$ cat src/hdl/sfc_pkg.sv
`timescale 1ns / 1ps
`default_nettype none
// ----------------------------------------------------------------------------
// sfc_pkg
// Shared types, sizes and the rounding helper function of the stereo FIR convolver.
// ----------------------------------------------------------------------------
package sfc_pkg;

    // Sizing
    localparam int MAX_TAPS    = 4096;
    localparam int SAMPLE_BITS = 24;
    localparam int FRAC_BITS   = SAMPLE_BITS - 1;
    localparam int ADDR_W      = $clog2(MAX_TAPS);
    localparam int CNT_W       = $clog2(MAX_TAPS + 1);
    localparam int PROD_W      = 2 * SAMPLE_BITS;
    localparam int ACC_W       = PROD_W + ADDR_W + 1;

    // Fixed field widths
    localparam int REQ_W       = 2;
    localparam int IDX_W       = 12;
    localparam int TAP_CFG_W   = 13;
    localparam int CHAN_CFG_W  = 2;
    localparam int CFG_IDX_W   = 1;
    localparam int CFG_DATA_W  = 13;

    // Rounding and saturation
    localparam int HALF_LSB    = 2 ** (FRAC_BITS - 1);
    localparam int SAT_MAX     = 2 ** (SAMPLE_BITS - 1) - 1;
    localparam int SAT_MIN     = -(2 ** (SAMPLE_BITS - 1));

    // Request kinds
    typedef enum logic [REQ_W-1:0] {
        REQ_FRAME = 2'd0,
        REQ_COEFF = 2'd1,
        REQ_CLEAR = 2'd2
    } req_kind_t;

    // Configuration register indexes
    localparam logic [CFG_IDX_W-1:0] REG_TAP_COUNT     = 1'd0;
    localparam logic [CFG_IDX_W-1:0] REG_CHANNEL_COUNT = 1'd1;

    // Controller states
    typedef enum logic [1:0] {
        ST_IDLE,
        ST_ISSUE,
        ST_DRAIN,
        ST_ROUND
    } ctrl_state_t;

    // Controller to datapath commands
    typedef struct packed {
        logic frame_start;
        logic tap_issue;
        logic coeff_wr;
        logic hist_clear;
        logic result_load;
    } sfc_cmd_t;

    // Datapath to controller status
    typedef struct packed {
        logic last_tap;
        logic pipe_idle;
        logic out_free;
    } sfc_sts_t;

    // Round to nearest (ties up) from Q.2F to Q1.F, then saturate.
    function automatic logic signed [SAMPLE_BITS-1:0] round_sat(
        input logic signed [ACC_W-1:0] acc
    );
        logic signed [ACC_W-1:0] biased;
        logic signed [ACC_W-1:0] shifted;
        logic signed [SAMPLE_BITS-1:0] res;
        biased  = acc + ACC_W'(HALF_LSB);
        shifted = biased >>> FRAC_BITS;
        if (shifted > ACC_W'(SAT_MAX)) begin
            res = SAMPLE_BITS'(SAT_MAX);
        end else if (shifted < ACC_W'(SAT_MIN)) begin
            res = SAMPLE_BITS'(SAT_MIN);
        end else begin
            res = shifted[SAMPLE_BITS-1:0];
        end
        return res;
    endfunction

endpackage
`default_nettype wire

$ cat src/hdl/sfc_ctrl.sv
`timescale 1ns / 1ps
`default_nettype none
// ----------------------------------------------------------------------------
// sfc_ctrl
// Sequencer: decodes requests and steps the datapath through one frame.
// ----------------------------------------------------------------------------
module sfc_ctrl (
    input  wire logic                      aclk,
    input  wire logic                      aresetn,
    input  wire logic                      s_valid,
    output logic                           s_ready,
    input  wire logic [sfc_pkg::REQ_W-1:0] s_req_type,
    output sfc_pkg::sfc_cmd_t              cmd,
    input  wire sfc_pkg::sfc_sts_t         sts
);
    import sfc_pkg::*;

    ctrl_state_t state_reg;
    ctrl_state_t state_next;

    always_ff @(posedge aclk) begin
        if (!aresetn) begin
            state_reg <= ST_IDLE;
        end else begin
            state_reg <= state_next;
        end
    end

    always_comb begin
        state_next = state_reg;
        cmd        = '0;
        s_ready    = 1'b0;
        case (state_reg)
            ST_IDLE: begin
                s_ready = 1'b1;
                if (s_valid) begin
                    case (s_req_type)
                        REQ_FRAME: begin
                            cmd.frame_start = 1'b1;
                            state_next      = ST_ISSUE;
                        end
                        REQ_COEFF: cmd.coeff_wr   = 1'b1;
                        REQ_CLEAR: cmd.hist_clear = 1'b1;
                        default: ; // drop unknown request
                    endcase
                end
            end
            ST_ISSUE: begin
                cmd.tap_issue = 1'b1;
                if (sts.last_tap) begin
                    state_next = ST_DRAIN;
                end
            end
            ST_DRAIN: begin
                if (sts.pipe_idle) begin
                    state_next = ST_ROUND;
                end
            end
            ST_ROUND: begin
                if (sts.out_free) begin
                    cmd.result_load = 1'b1;
                    state_next      = ST_IDLE;
                end
            end
            default: state_next = ST_IDLE;
        endcase
    end

endmodule
`default_nettype wire

$ cat config.mk
export PLATFORM = sky130hd
export DESIGN_NAME = sfc_ctrl
export DESIGN_NICKNAME = d
export VERILOG_FILES = /design/src/hdl/sfc_pkg.sv /design/src/hdl/sfc_ctrl.sv
export SDC_FILE = /design/constraint.sdc
export NUM_CORES = 1
export LEC_CHECK = 0
export BUFFER_PORTS_ARGS = -buffer_cell sky130_fd_sc_hd__buf_2
export CORE_AREA = 2 2 39 41
export CTS_CLUSTER_DIAMETER = 30
export DETAILED_ROUTE_END_ITERATION = 7
export DIE_AREA = 0 0 41 43
export PLACE_DENSITY_LB_ADDON = 0.2
export SLEW_MARGIN = 25
export SYNTH_ARGS = -nofsm -noshare
export SYNTH_HDL_FRONTEND = slang
export SYNTH_SLANG_ARGS = --single-unit
$ cat constraint.sdc
create_clock -name aclk -period 3.3 [get_ports aclk]
set_clock_uncertainty 0.1 [all_clocks]
set_input_delay 0.495 -clock aclk [delete_from_list [all_inputs] [get_ports aclk]]
set_output_delay 0.495 -clock aclk [all_outputs]
set_load 0.01 [all_outputs]
* Word-level counts from Yosys, hierarchy flattened
Index checks and enable logic that the tools add are counted.
Word-level totals: bits of input ports 8, output and inout port bits 6, register bits after elaboration 2
Cells by class: equality and inequality tests 10, muxes and demuxes 17, reductions and logical operators 3
Operator list (number):
- 2-bit 2-to-1 mux | 7
- 1-bit 2-to-1 mux | 9
- 2-bit != test, second input constant | 4
- 2-bit one-hot mux with 4 select lines | 1
- 2-bit == test, second input constant | 3
- 5-bit AND reduction | 1
- 2-bit by 1-bit == test with 1-bit output, second input constant | 2
- 2-bit zero test | 2
- 2-bit by 1-bit != test with 1-bit output, second input constant | 1

* Depth between registers and ports, before layout
depth in word-level cells 4, depth in mapped cells 5

* Least setup slack after synthesis
OpenSTA, ideal clock, no wires.
path type register -> output, start register state_reg[0], end output cmd[1] in the netlist's numbering, arrival time 1.081 ns, slack 1.624 ns, cell stages (with the launch flop) 5, required time 2.705 ns, path buffers 0, cell sequence dfxtp_1 -> inv_1 -> ha_1 -> nand2_1 -> nor3b_1
RTL lines:
- start: declaration | line sfc_ctrl.sv:18 | ctrl_state_t state_reg;
- start signal: assignment | line sfc_ctrl.sv:25 | state_reg <= state_next;
- end: declaration | line sfc_ctrl.sv:13 | output sfc_pkg::sfc_cmd_t cmd,

==> out/results.ini <==
[timing]
post-route-period-util_pct=57.72
max_freq_mhz=525.0
grt_setup_unrepaired=no
hold_viol=0
slew_viol_final=0
fin_setup_tns_ns=0
setup_violations=0
worst_slew_pin_slew_ns=0.2654
whs_ns=0.4158
max_slew_margin_pct=82.07
min_period_ns=1.905

[routing]
drcViolationCount=0
wl_per_cell_um=7.764
detail_route.vias_per_cell=3.782
vias=208
drt-total-wl_um=427
drt_iter0_markers=1
drtAntennaViolNets=0
first_pass_iters=2

[yosys]
synth_seq_cells=2
ys_types=13
syn_inst=23
synth_top_area_share_pct=25.32
synth_warnings=0
synth_top_area_cell=ha_1
synth_area_um2=197.7
yosysSeqAreaShare_pct=20.25
yosys-top-cells-area=ha_1, dfxtp_1, nor2b_1, nor3b_1, a2111o_1
avgSynthCellArea_um2=8.595
synthesis.nets=35

[final_layout]
fin_util_pct=22.06
diodes=0
syn_to_final_growth_pct=54.43
largest_reg_flops=2
final_layout_size_suffix_gt1_share_pct=41.03
num-fill-cells=163
nNetsFinal=53

[clock_network]
cts_resized=0
ctsHoldBuffers=0
cts_tree=built
worstSkewPairLatency_ns=0.22
h-tree-depth=1
postCtsSetupBuffers=0
cts_made_buffers=3
cts-root-buf=clkbuf_4
path_clk_slew_ns=0.03
clock_sinks=2
cts_buffer_depth=2

[setup_path]
worstSetupPathType=flop to output port
worst_ep_arrival_time_ns=1.31
cp_max_fo=4
crit_required_ns=2.70
r2r-end=state_reg[1]
rrSetupSlack_ns=1.77
ff2ff_path_depth=5
cp-start-kind=flop
end_kind=output port
r2r-start=state_reg[1]

[global_route]
grt_start_max_net_pins=5
grt_first_pass_wirelength_um=627
grt_pass1_vias=178
gr-total-overflow=0
antenna_found_initial=0
grt_use_total_pct=6.313

[run_status]
run_status=completed

[die]
initial_utilization_pct=14.29
die-height_um=43
die_w_um=41
die_area_um2=1763
row_count=14
core_area_um2=1384
num_io_pins=14

[hold_path]
whs_path_depth=2
whs_endpoint=state_reg[1]
worstHoldStart=state_reg[1]
hold_path.class=flop to flop

[power_and_ir_drop]
p_sw_uw=59.72
p_per_area_nw_per_um2=551.5
leakage_uw=0.0001565
seq_power_share_pct=22.3
sw_frac_of_total_pct=35.47
ir_worst_vdd_uv=210.1
power.share.clock_pct=31.9
p_int_uw=108.6
p_comb_share_pct=45.8

[placed_design]
gp_congestion=0.6578
port-buffer-count=13
place_hpwl_um=360.3

[run]
cap_violations=0

==> layout by cell type (no fill, tap or decap) <==
cell type	count
nor2b_1	3
nor3_1	1
nor3b_1	2
or3b_1	1
clkbuf_4	3
inv_1	2
and2_1	1
o41ai_1	1
a21oi_1	1
dfxtp_1	2
nand2_1	3
ha_1	4
a2111o_1	1
buf_2	13
mux2i_1	1
==> routing by layer <==
| layer | wire [µm] | share of wire (%) | GRT usage, % |
|---|---|---|---|
| met2 | 199 | 47 | 8.750 |
| met5 | 0 | 0 | 0 |
| met3 | 40 | 9.4 | 3.141 |
| met1 | 188 | 44 | 4.473 |
| met4 | 0 | 0 | 10.00 |
==> synth_stat cells, drive strengths merged <==
master / instances
dfxtp: 2
o41ai: 1
nor2b: 3
nor3b: 2
a2111o: 1
and2: 1
inv: 2
ha: 4
nand2: 3
nor3: 1
or3b: 1
mux2i: 1
a21oi: 1
==> power by group through the flow <==
stage | Sequential, µW | Clock, µW | Combinational (µW)
2_1_floorplan | 36.4 | 0 | 55.6
3_3_place_gp | 38.2 | 0 | 80.5
3_5_place_dp | 37.9 | 0 | 79.3
4_1_cts | 37.6 | 57.8 | 79.4
5_1_grt | 38.6 | 61.4 | 91.3
6_report | 37.5 | 53.6 | 77.2
==> per-stage QoR <==
stage	power (µW)	cell area, µm²	setup WS, ns	cells
3_5_place_dp	117.2	282.8	1.509	52
6_report	168.4	305.3	1.395	55
2_1_floorplan	92.03	197.7	1.624	23
3_3_place_gp	118.7	282.8	1.510	52
4_1_cts	174.8	305.3	1.373	55
5_1_grt	191.3	305.3	1.256	55
==> cell type report <==
cell class                 count  area [µm²]  area share [%]
tap                           16       20.02           6.557
sequential                     2       40.04           13.11
multi-input combinational     19       150.1           49.18
timing repair buffer          13       65.06           21.31
inverter                       2       7.507           2.459
clock buffer                   3       22.52           7.377
==> worst max-delay path: stages (launching register included) <==
cell and delay [ns]:
dfxtp_1 0.32, inv_1 0.10, ha_1 0.22, nand2_1 0.10, nor3b_1 0.20, buf_2 0.16
==> kinds of logic (layout without fill, tap and decap cells) <==
group | count (synthesis) | count (layout) | synth area share (%)
multiplexers | 1 | 1 | 5.063
flip-flops | 2 | 2 | 20.25
AO/OA/AOI/OAI | 3 | 3 | 12.66
AND/OR/NAND/NOR | 11 | 11 | 32.91
buffers and inverters | 2 | 18 | 3.799
adder cells (fa/ha/maj) | 4 | 4 | 25.32
==> how the worst max path moves through the flow <==
stage | startpoint | endpoint | slack [ns] | cells past startpoint
global placement | s_req_type[0] | state_reg[1] | 1.51 | 4
finish | state_reg[0] | cmd[1] | 1.40 | 5
global route | state_reg[0] | cmd[1] | 1.26 | 5
detailed placement | s_req_type[0] | state_reg[1] | 1.51 | 4
CTS | state_reg[0] | cmd[1] | 1.37 | 5
floorplan | state_reg[0] | cmd[1] | 1.62 | 4
No activity file was read; power rests on OpenSTA's default activity.
